--- src/rtl/stpq_pkg.sv ---
// ----------------------------------------------------------------------------
// Segment tree package
// Shared sizes, codes, types and the merge function of the segment tree block.
// ----------------------------------------------------------------------------
package stpq_pkg;

    localparam int SIZE       = 128;
    localparam int NODE_COUNT = 2 * SIZE;
    localparam int DATA_W     = 32;
    localparam int ADDR_W     = $clog2(NODE_COUNT);
    localparam int POS_W      = $clog2(SIZE);
    localparam int CNT_W      = POS_W + 1;
    localparam int Q_W        = POS_W + 2;
    // Deepest path below the root, and the pointer and index widths of the walk stacks.
    localparam int DEPTH      = POS_W;
    localparam int SP_W       = $clog2(DEPTH + 1);
    localparam int LVL_W      = (DEPTH > 1) ? $clog2(DEPTH) : 1;

    localparam int S_TDATA_W  = 3 * DATA_W;
    localparam int M_TDATA_W  = DATA_W;
    localparam int CFG_ADDR_W = 2;

    localparam logic [CFG_ADDR_W-1:0] REG_MERGE_MODE = 2'd0;
    localparam logic [CFG_ADDR_W-1:0] REG_IDENTITY   = 2'd1;
    localparam logic [CFG_ADDR_W-1:0] REG_FIRST      = 2'd2;
    localparam logic [CFG_ADDR_W-1:0] REG_LAST       = 2'd3;

    localparam logic [DATA_W-1:0] LAST_RESET = 32'd127;

    localparam logic FUNC_WRITE = 1'b0;
    localparam logic FUNC_QUERY = 1'b1;
    localparam logic MODE_SUM   = 1'b0;
    localparam logic MODE_MAX   = 1'b1;

    typedef struct packed {
        logic              merge_mode;
        logic [DATA_W-1:0] identity;
        logic [DATA_W-1:0] cover_lo;
        logic              cover_valid;
        logic [POS_W-1:0]  last_idx;
        logic              rebuild;
    } cfg_t;

    typedef struct packed {
        logic [ADDR_W-1:0] idx;
        logic [POS_W-1:0]  lo;
        logic [POS_W-1:0]  hi;
    } node_t;

    function automatic logic [DATA_W-1:0] merge2(input logic mode,
                                                 input logic [DATA_W-1:0] a,
                                                 input logic [DATA_W-1:0] b);
        logic [DATA_W-1:0] res;
        if (mode == MODE_MAX) begin
            res = ($signed(a) >= $signed(b)) ? a : b;
        end else begin
            res = a + b;
        end
        return res;
    endfunction

endpackage

--- src/rtl/stpq_cfg.sv ---
// ----------------------------------------------------------------------------
// Segment tree configuration
// Holds the registers and works out the covered span after every write.
// ----------------------------------------------------------------------------
module stpq_cfg (
    input  logic                               aclk,
    input  logic                               aresetn,
    input  logic                               cfg_wr_en,
    input  logic [stpq_pkg::CFG_ADDR_W-1:0]    cfg_addr,
    input  logic [stpq_pkg::DATA_W-1:0]        cfg_wdata,
    output stpq_pkg::cfg_t                     cfg
);
    import stpq_pkg::*;

    localparam logic signed [DATA_W:0] SPAN_MAX = (DATA_W + 1)'(SIZE - 1);

    logic              mode_reg, mode_next;
    logic [DATA_W-1:0] identity_reg, identity_next;
    logic [DATA_W-1:0] first_reg, first_next;
    logic [DATA_W-1:0] last_reg, last_next;
    logic              dirty_reg, dirty_next;
    logic              cover_valid_reg, cover_valid_next;
    logic [POS_W-1:0]  last_idx_reg, last_idx_next;
    logic signed [DATA_W:0] diff;

    assign diff = signed'({last_reg[DATA_W-1], last_reg}) - signed'({first_reg[DATA_W-1], first_reg});

    always_comb begin
        mode_next        = mode_reg;
        identity_next    = identity_reg;
        first_next       = first_reg;
        last_next        = last_reg;
        dirty_next       = 1'b0;
        cover_valid_next = cover_valid_reg;
        last_idx_next    = last_idx_reg;
        // The span is worked out from the registered bounds once the dirty flag
        // is set; a span wider than the tree is cut to the tree's size.
        if (dirty_reg) begin
            cover_valid_next = !diff[DATA_W];
            last_idx_next    = (diff >= SPAN_MAX) ? POS_W'(SIZE - 1) : diff[POS_W-1:0];
        end
        if (cfg_wr_en) begin
            case (cfg_addr)
                REG_MERGE_MODE: begin
                    mode_next  = cfg_wdata[0];
                    dirty_next = 1'b1;
                end
                REG_IDENTITY: begin
                    identity_next = cfg_wdata;
                    dirty_next    = 1'b1;
                end
                REG_FIRST: begin
                    first_next = cfg_wdata;
                    dirty_next = 1'b1;
                end
                REG_LAST: begin
                    last_next  = cfg_wdata;
                    dirty_next = 1'b1;
                end
                default: begin
                    dirty_next = 1'b0;
                end
            endcase
        end
    end

    always_ff @(posedge aclk) begin
        if (!aresetn) begin
            mode_reg        <= MODE_SUM;
            identity_reg    <= '0;
            first_reg       <= '0;
            last_reg        <= LAST_RESET;
            dirty_reg       <= 1'b1;
            cover_valid_reg <= 1'b0;
            last_idx_reg    <= '0;
        end else begin
            mode_reg        <= mode_next;
            identity_reg    <= identity_next;
            first_reg       <= first_next;
            last_reg        <= last_next;
            dirty_reg       <= dirty_next;
            cover_valid_reg <= cover_valid_next;
            last_idx_reg    <= last_idx_next;
        end
    end

    assign cfg.merge_mode  = mode_reg;
    assign cfg.identity    = identity_reg;
    assign cfg.cover_lo    = first_reg;
    assign cfg.cover_valid = cover_valid_reg;
    assign cfg.last_idx    = last_idx_reg;
    assign cfg.rebuild     = dirty_reg;

endmodule

--- config.mk ---
export PLATFORM = sky130hd
export DESIGN_NAME = stpq_cfg
export DESIGN_NICKNAME = d
export VERILOG_FILES = /design/src/rtl/stpq_pkg.sv /design/src/rtl/stpq_cfg.sv
export SDC_FILE = /design/constraint.sdc
export NUM_CORES = 1
export LEC_CHECK = 0
export ABC_AREA = 1
export BUFFER_PORTS_ARGS = -buffer_cell sky130_fd_sc_hd__buf_2
export CAP_MARGIN = 20
export CORE_ASPECT_RATIO = 1.25
export CORE_MARGIN = 2
export CORE_UTILIZATION = 55
export DETAILED_ROUTE_END_ITERATION = 7
export PLACE_DENSITY = 0.78
export SKIP_LAST_GASP = 1
export SYNTH_ARGS = -nofsm -noshare
export SYNTH_HDL_FRONTEND = slang
export SYNTH_SLANG_ARGS = --single-unit
--- constraint.sdc ---
create_clock -name aclk -period 6.8 [get_ports aclk]
set_input_delay 1.36 -clock aclk [delete_from_list [all_inputs] [get_ports aclk]]
set_output_delay 1.36 -clock aclk [all_outputs]
set_load 0.02 [all_outputs]
### Yosys cells after proc, flatten, opt, wreduce, memory -nomap -nowiden

Index checks and enable logic that the tools add are counted.

* add/sub/neg operators: 1
* magnitude comparators: 1
* equal/unequal tests: 3
* muxes and demuxes: 3
* reductions and logical operators: 7

Operators with widths (number)
* $ge 33x8->1 const B: 1
* $sub 32x32->33: 1
* $reduce_and 2->1: 4
* $mux 7: 1
* $eq 2x2->1 const B: 2
* $reduce_or 4->1: 1
* $eq 2x1->1 const B: 1
* $logic_not 2->1: 1
* $mux 1: 2
* $logic_not 1->1: 1

* bits in registers: 106
* bits of input ports: 37
* output and inout port bits: 74

### Depth between registers and ports, before layout

Gate-level depths: netlist (run 1).

* word-level depth: 4
* depth in mapped cells: 20

### Worst setup path before layout (run 1)

OpenSTA, ideal clock, no wires.

* path type: input-to-reg
* start point: input cfg_addr[0] in the netlist's numbering
* end point: register identity_reg[10]
* setup time: 0.116 ns
* arrival: 2.242 ns
* path slack: 4.442 ns
* stages on the path: 6
* cell sequence: inv_1 > nor3_1 > inv_1 > clkbuf_1 > nor2_1 > nor2_1

* longest elaborated chain between the ends: 2

RTL lines
* start, declared: line stpq_cfg.sv:9 `input logic [stpq_pkg::CFG_ADDR_W-1:0] cfg_addr,`
* $eq 2x1->1: line stpq_cfg.sv:43 `case (cfg_addr)`
* $reduce_and 2->1 (no line)
* end signal, assigned: line stpq_cfg.sv:78 `identity_reg <= identity_next;`
* end, declared: line stpq_cfg.sv:18 `logic [DATA_W-1:0] identity_reg, identity_next;`

No other way between the ends.
A chain may end at the register's enable or synchronous reset.

==> impl_metrics.toml, run 1 <==
[run_status]
status = "completed"

[hold_path]
min_to = "last_reg[5]"
worst_hold_startpoint = "last_reg[5]"
min_path_type = "register to register"
holdPathStages = 2

[floorplan]
die-area_sq_um = 12500
coreArea_sq_um = 11500
start_util = 0.558
die_x_um = 101
core.rowCount = 44
die_h_um = 125
io_pins = 111

[final_layout]
post-route-util = 0.638
diodes = 0
nNetsFinal = 1187
area_growth_syn_to_layout_pct = 14.4
final_layout_size_suffix_gt1_frac = 0.164
nFillCells = 1094

[critical_path]
crit_type = "primary input to register"
path_depth = 5
cp.buffers_inverters = 3
max_stage_delay_ns = 0.52
cp_slowest_cell = "buf_2"
crit_family = "buffers and inverters"
r2r_end = "last_idx_reg[4]"
path_cells = "buf_2, buf_4, inv_1, a21oi_1, o21ai_0"
r2r_start = "first_reg[19]"
crit_path_end_kind = "register"
cp.required_ns = 7.03
cp_max_fo = 54
regToRegSetupSlack_ns = 4.22
critPathLaunchType = "primary input"
worstRegToRegCells = 15
critPathArrivalTime_ns = 2.86

[timing]
fin_worst_skew_ns = 0.00597
hold_viol = 0
finalCriticalPeriod_ns = 2.64
tns_ns = 0
tightest_slew_ns = 0.948
maxSlewViolCount = 0
finalSetupViolCount = 0
slew_headroom = 0.368
grt_setup_unrepaired = "false"
fin_crit_sh = 0.388
max_freq_ghz = 0.379

[cts]
cts_setup_buffers = 0
cts_resized = 0
cts_hold_buffers = 0
clk_latency_ns = 0.35
clkSlewWorstSetupHoldPaths_ns = 0.07
h-tree-depth = 3
cts_inserted_buffers = 9
cts_tree = "yes"
cts.sinks = 106
cts_buffer_depth = 2
cts_root_buf = "clkbuf_16"

[global_route]
grt_pass1_vias = 6079
grt.met3_usage = 0.0348
met1_usage = 0.383
antenna_found_initial = 0
grt_first_pass_wirelength_mm = 27.9
grt_max_degree = 55
use_met2 = 0.416
grt_usage = 0.270
overflow = 0
busiest_layer = "met2"

[synth]
async_reset_ff_frac = 0
yosysSeqAreaShare = 0.331
syn-num-nets = 1095
yosys.cell_types.count = 32
syn-instance-count = 1025
synth_flop_cell = "dfxtp_1"
ys_ff_latch = 106
synth_area_per_cell_sq_um = 6.26
synth_edf_count = 0
synth.top_cell.area_share = 0.331
yosysWarnings = 0
syn_area_sq_um = 6410
synth_area_leader_cell = "dfxtp_1"
synth_area_leaders = "dfxtp_1, nand2_1, nor2_1"

[detailed_routing]
ant_nets = 0
via_per_inst = 5.14
firstDrtPassIters = 5
drt_wl_total_mm = 16.3
num_vias = 6476
wl_per_cell_um = 12.9
drc = 0
drtIter0Drc = 292

[power]
cellInternalPower_mw = 1.13
switchingPower_mw = 0.617
switching_share = 0.353
ir_worst_vdd_uv = 158
p_per_area_nw_per_um2 = 239
comb_power_share = 0.315
leakage_nw = 4.05
seq_power_share = 0.385
clkPwrFrac = 0.299

[placement]
place_congestion = 0.941
dp_hpwl_mm = 12.7
portBuffers = 110

[run]
maxCapViolCount = 0
[area by class of cell]
type | instances | area, sq um | share of cell area
clock buffer | 10 | 239 | 0.0326
sequential | 106 | 2120 | 0.289
inverter | 159 | 597 | 0.0813
tap | 138 | 173 | 0.0235
multi-input combinational | 727 | 3570 | 0.486
clock inverter | 5 | 60.1 | 0.00818
timing repair buffer | 114 | 581 | 0.0791
[placed cells by master (no fill, tap or decap), drive strengths merged, types with 2 or more instances in the layout]
master and count:
nand4 8, a21o 2, and2 3, nand3b 6
dfxtp 106, nand2 259, nor3 12, o21ai 104
xor2 2, nor2 180, nand3 43, clkbuf 10
inv 160, buf 114, o21bai 3, a21oi 68
clkinv 2, ha 32
[through the flow]
stage	setup slack [ns]	area, sq um	hold slack (ns)	total power, mW	std cells
6_report	4.16	7340	0.465	1.75	1259
5_1_grt	3.89	7340	0.504	1.87	1259
3_5_place_dp	3.85	7040	0.450	1.23	1244
2_1_floorplan	4.44	6410	0.433	1.10	1025
4_1_cts	4.20	7340	0.468	1.76	1259
3_3_place_gp	3.87	7040	0.443	1.23	1244
[cells in the mapped netlist (3+ instances only)]
master and instances:
nand2_2 16, a21oi_2 10, inv_2 7, a21oi_1 58, nor3_1 9, nor2_1 168
and2_1 3, clkbuf_1 30, buf_4 3, ha_1 32, nand2_1 242, nand3b_1 6
dfxtp_1 106, o21ai_0 104, o21bai_1 3, inv_1 151, nand3_1 41, nand4_1 8
nor2_2 10
[worst reg2reg max path, stage by stage, from the launching register on]
cell and delay, ns:
dfxtp_1 0.33, inv_1 0.06, ha_1 0.43, nand2_1 0.12, nor2_1 0.31, nand2_1 0.16, nor3_1 0.15, nand2_1 0.13
nand3_1 0.10, nand2_1 0.06, nor2_1 0.15, nand2_1 0.07, nor2_1 0.11, nand2_2 0.09, nand2_4 0.13, a21oi_2 0.06
[how the worst max path moves through the flow]
stage,startpoint,to,slack (ns)
after floorplan,cfg_addr[0],identity_reg[10],4.44
after global placement,aresetn,last_reg[1],3.87
after detailed placement,aresetn,last_reg[1],3.85
after CTS,aresetn,last_reg[0],4.20
after global routing,first_reg[19],last_idx_reg[5],3.89
final,aresetn,last_reg[0],4.16
[metal layers]
layer | part of all wire | vias to the layer above | wire (um)
met4 | 0.027 | 0 | 434
met3 | 0.051 | 28 | 834
met1 | 0.48 | 2876 | 7880
li1 | - | 3388 | -
met5 | 0 | - | 0
met2 | 0.44 | 184 | 7100
[power groups by stage]
stage	registers, mW	logic, mW	clock network, mW
global route	0.679	0.633	0.560
CTS	0.675	0.548	0.537
global placement	0.688	0.542	0
finish	0.675	0.552	0.524
detailed placement	0.688	0.544	0
floorplan	0.717	0.380	0
[cells by family after synthesis]
family                   Yosys count  share of synthesized area
AO/OA/AOI/OAI                    179                      0.149
XOR/XNOR                           2                    0.00273
AND/OR/NAND/NOR                  513                      0.338
flip-flops                       106                      0.331
adder cells (fa/ha/maj)           33                     0.0655
buffers and inverters            192                      0.114
(Power assumes the default switching activity.)
==> run 2: changes to the inputs <==
==> constraint.sdc (replaced) <==
create_clock -name aclk -period 2.6 [get_ports aclk]
set_input_delay 0.52 -clock aclk [delete_from_list [all_inputs] [get_ports aclk]]
set_output_delay 0.52 -clock aclk [all_outputs]
set_load 0.02 [all_outputs]
==> impl_metrics.toml, run 2 (synthesized netlist as in run 1, its figures left out) <==
[timing]
tns_ns = 0
max_freq_ghz = 0.410
postLayoutSetupSlackWorst_ns = 0.163
hold_viol = 0
fin_crit_sh = 0.937
fin_worst_skew_ns = 0.0111
slew_headroom = 0.358
tightest_slew_ns = 0.961
maxSlewViolCount = 0
finalSetupViolCount = 0
grt_setup_unrepaired = "false"
finalCriticalPeriod_ns = 2.44

[critical_path]
critPathArrivalTime_ns = 2.68
worstRegToRegCells = 17
crit_type = "register to register"
path_cells = "inv_1, ha_2, nand2_1, nor2_4, inv_1, nor2_2, nand3_1, nand3_1, nand2_1, nand2_1, nand2_1, nor2_1, nand2_1, nor2_2, nand2_2, nand2_4, a21oi_2"
cp_slowest_cell = "ha_2"
max_stage_delay_ns = 0.40
critPathLaunchType = "register"
cp_max_fo = 7
cp_common_cell = "nand2_1"
cp.required_ns = 2.84
crit_path_end_kind = "register"

[power]
seq_power_share = 0.379
cellInternalPower_mw = 2.97
switchingPower_mw = 1.68
ir_worst_vdd_uv = 425
clkPwrFrac = 0.301
switching_share = 0.362
leakage_nw = 4.07
comb_power_share = 0.320
p_per_area_nw_per_um2 = 623

[final_layout]
layout_commonest_cell = "nand2_1"
seq_area_sq_um = 2120
mostFrequentLayoutCells = "nand2_1, nor2_1, inv_1"
nFillCells = 1079
diodes = 0
area_growth_syn_to_layout_pct = 16.5
final_layout_size_suffix_gt1_frac = 0.187
multiInputGateArea_sq_um = 3650
nNetsFinal = 1192

[run]
maxCapViolCount = 0

[placement]
dp_hpwl_mm = 13.3
place_congestion = 0.992
portBuffers = 110
dp_slack_ns = 0.0600

[cts]
cts_buffer_depth = 2
clk_latency_ns = 0.35
cts_root_buf = "clkbuf_16"
cts_hold_buffers = 0
cts_setup_buffers = 0
cts_inserted_buffers = 9
clkSlewWorstSetupHoldPaths_ns = 0.08
cts.sinks = 106
h-tree-depth = 3
cts_tree = "yes"

[floorplan]
core.rowCount = 44
coreArea_sq_um = 11500
die-area_sq_um = 12500
die_x_um = 101
io_pins = 111
start_util = 0.558
die_h_um = 125

[hold_path]
holdPathStages = 3
min_path_type = "primary input to register"

[global_route]
grt_pass1_vias = 6018
grt_usage = 0.276
overflow = 0
antenna_found_initial = 0
grt_max_degree = 55
grt_first_pass_wirelength_mm = 28.3

[detailed_routing]
ant_nets = 0
drt_wl_total_mm = 17.0
drtIter0Drc = 313
drc = 0
via_per_inst = 5.16
num_vias = 6521
firstDrtPassIters = 5
wl_per_cell_um = 13.4

[run_status]
status = "completed"
## run 2: changes by cell type in the layout (fill, tap and decap cells not counted), sizes merged
cell,before,now
clkbuf,10,9
clkinvlp,1,2
buf,114,119
## run 2: path summary, 6_finish.rpt
path	start	end	slack, ns
worst max register to register	first_reg[18]	last_idx_reg[1]	0.16
worst max-delay path	first_reg[18]	last_idx_reg[1]	0.16
worst min register to register	last_reg[3]	last_reg[3]	0.46
worst min-delay path	cfg_wdata[5]	last_reg[5]	0.41
## run 2: worst max-delay path, delay by kind of cell (launching register included)
| kind | cells | cell delay [ns] |
|---|---|---|
| AOI/OAI and AO/OA | 1 | 0.06 |
| adders and majority gates | 1 | 0.40 |
| buffers and inverters | 2 | 0.13 |
| DFF | 1 | 0.33 |
| and+or+nand+nor | 13 | 1.39 |
## run 2: stage by stage
step	utilization	instances	hold WS, ns	power [mW]	area (sq um)
after global placement	0.616	1249	0.443	3.23	7090
after floorplan	-	1025	0.433	2.87	6410
after global routing	0.650	1264	0.438	4.94	7470
after CTS	0.642	1264	0.414	4.62	7390
after detailed placement	0.616	1249	0.448	3.24	7090
final	0.650	1264	0.414	4.66	7470
## run 2: final cells by class
| type | instances | area share |
|---|---|---|
| inverters | 159 | 0.0798 |
| clock inverters | 6 | 0.0102 |
| flip-flops and latches | 106 | 0.284 |
| well taps | 138 | 0.0231 |
| repair buffers | 119 | 0.0844 |
| multi-input cells | 727 | 0.488 |
| clock buffers | 9 | 0.0301 |
## run 2: timing repair
item                       CTS  global route
gates resized for setup      0            24
hold endpoints to repair     0             0
setup endpoints to repair    0             7
## run 2: power groups by stage
stage	registers, mW	clock network [mW]	logic [mW]
floorplan	1.87	0	0.993
global placement	1.80	0	1.43
detailed placement	1.80	0	1.44
CTS	1.76	1.41	1.45
global route	1.78	1.48	1.68
finish	1.77	1.40	1.49
## run 2: routing by layer
| metal | share of wire | track usage |
|---|---|---|
| met1 | 0.48 | 0.393 |
| met2 | 0.45 | 0.427 |
| met3 | 0.043 | 0.0415 |
| met4 | 0.025 | 0.0862 |
| met5 | 0 | 0 |
==> run 3: changes to the inputs <==
--- a/config.mk
+++ b/config.mk
@@ -10,9 +10,9 @@
 export CAP_MARGIN = 20
 export CORE_ASPECT_RATIO = 1.25
 export CORE_MARGIN = 2
-export CORE_UTILIZATION = 55
+export CORE_UTILIZATION = 57
 export DETAILED_ROUTE_END_ITERATION = 7
-export PLACE_DENSITY = 0.78
+export PLACE_DENSITY = 0.81
 export SKIP_LAST_GASP = 1
 export SYNTH_ARGS = -nofsm -noshare
 export SYNTH_HDL_FRONTEND = slang
==> impl_metrics.toml, run 3 (synthesized netlist as in run 1, its figures left out) <==
[final_layout]
fin_area_sq_um = 7440
nNetsFinal = 1193
mostFrequentLayoutCells = "nand2_1, nor2_1, inv_1"
area_growth_syn_to_layout_pct = 16.0
diodes = 0
final_layout_size_suffix_gt1_frac = 0.187
post-route-util = 0.675
layout_commonest_cell = "nand2_1"

[global_route]
overflow = 0
antenna_found_initial = 0
grt_first_pass_wirelength_mm = 27.7
grt_pass1_vias = 5930
grt_max_degree = 64
grt_usage = 0.281

[critical_path]
cp_common_cell = "nand2_1"
crit_type = "register to register"
cp.required_ns = 2.84
critPathArrivalTime_ns = 2.66
cp_max_fo = 7
path_cells = "inv_1, ha_1, nand2_1, nand2_1, inv_2, nand2_2, nand2_1, nand2_1, nand2_1, nand2_1, nand2_1, nand2_1, nand2_1, nor2_1, nand3_1, nor2_1, nand2_2, nand2_4, a21oi_2"
cp_slowest_cell = "ha_1"
critPathLaunchType = "register"
max_stage_delay_ns = 0.40
crit_path_end_kind = "register"

[cts]
cts_buffer_depth = 2
clk_latency_ns = 0.34
cts_inserted_buffers = 9
cts.sinks = 106
cts_tree = "yes"
cts_root_buf = "clkbuf_16"
h-tree-depth = 3
clkSlewWorstSetupHoldPaths_ns = 0.07

[power]
power_mw = 4.59
p_per_area_nw_per_um2 = 616
ir_worst_vdd_uv = 451
leakage_nw = 4.06

[floorplan]
die_x_um = 98.9
core.rowCount = 43
start_util = 0.582
coreArea_sq_um = 11000
die_h_um = 123
die-area_sq_um = 12100
io_pins = 111

[detailed_routing]
drt_wl_total_mm = 17.2
via_per_inst = 5.24
firstDrtPassIters = 6
num_vias = 6624
wl_per_cell_um = 13.6
drtIter0Drc = 435
drc = 0
ant_nets = 0

[run_status]
status = "completed"

[timing]
hold_viol = 0
tns_ns = 0
fin_worst_skew_ns = 0.00802
fin_crit_sh = 0.934
postLayoutSetupSlackWorst_ns = 0.173
finalCriticalPeriod_ns = 2.43
max_freq_ghz = 0.412
slew_headroom = 0.330
finalSetupViolCount = 0
maxSlewViolCount = 0
tightest_slew_ns = 1.00

[placement]
portBuffers = 110
dp_hpwl_mm = 13.3
place_congestion = 0.990
postPlaceCellArea_sq_um = 7070
dp_slack_ns = 0.139

[run]
maxCapViolCount = 0

[hold_path]
min_path_type = "primary input to register"
==> run 3: changes by cell type in the layout (fill, tap and decap cells not counted), sizes merged <==
cell,before,now
clkbuf,9,11
buf,119,120
bufinv,1,0
==> run 3: final timing paths <==
path	from	endpoint	slack [ns]	cells after the start
setup / recovery	first_reg[2]	last_idx_reg[0]	0.17	19
hold / removal	cfg_wdata[6]	last_reg[6]	0.42	3
setup reg to reg	first_reg[2]	last_idx_reg[0]	0.17	19
hold reg to reg	last_reg[3]	last_reg[3]	0.47	2
==> run 3: critical path, delay by kind of cell, from the launching register on <==
family	cells	cell delay, ns
simple gates	15	1.39
fa+ha+maj	1	0.40
flops	1	0.34
buf+inv	2	0.13
compound gates	1	0.06
==> run 3: layout make-up <==
type,count,area (sq um)
clock buffers,11,253
clock inverters,5,43.8
fillers,1007,3590
inverters,159,597
multi-input cells,727,3630
flip-flops and latches,106,2120
well taps,135,169
repair buffers,120,626
==> run 3: per-layer routing <==
| metal | wire [um] | vias up | GRT usage |
|---|---|---|---|
| met2 | 8050 | 197 | 0.459 |
| met3 | 947 | 25 | 0.0410 |
| li1 | - | 3413 | - |
| met5 | 0 | - | 0 |
| met1 | 7940 | 2989 | 0.386 |
| met4 | 263 | 0 | 0.0805 |
==> run 3: through the flow <==
step,hold slack [ns],cells
after detailed placement,0.454,1246
after global routing,0.438,1263
after floorplan,0.433,1025
final,0.423,1263
after CTS,0.413,1262
after global placement,0.445,1246
==> run 3: repair_timing <==
action	4_1_cts	5_1_grt
setup buffers	0	1
gates resized for setup	0	20
hold buffers	0	0
endpoints found under the setup margin	0	7
==> run 3: power breakdown <==
part           internal, mW  switching [mW]  total, mW
sequential             1.72          0.0498       1.77
combinational         0.495           0.990       1.48
clock                 0.714           0.622       1.34
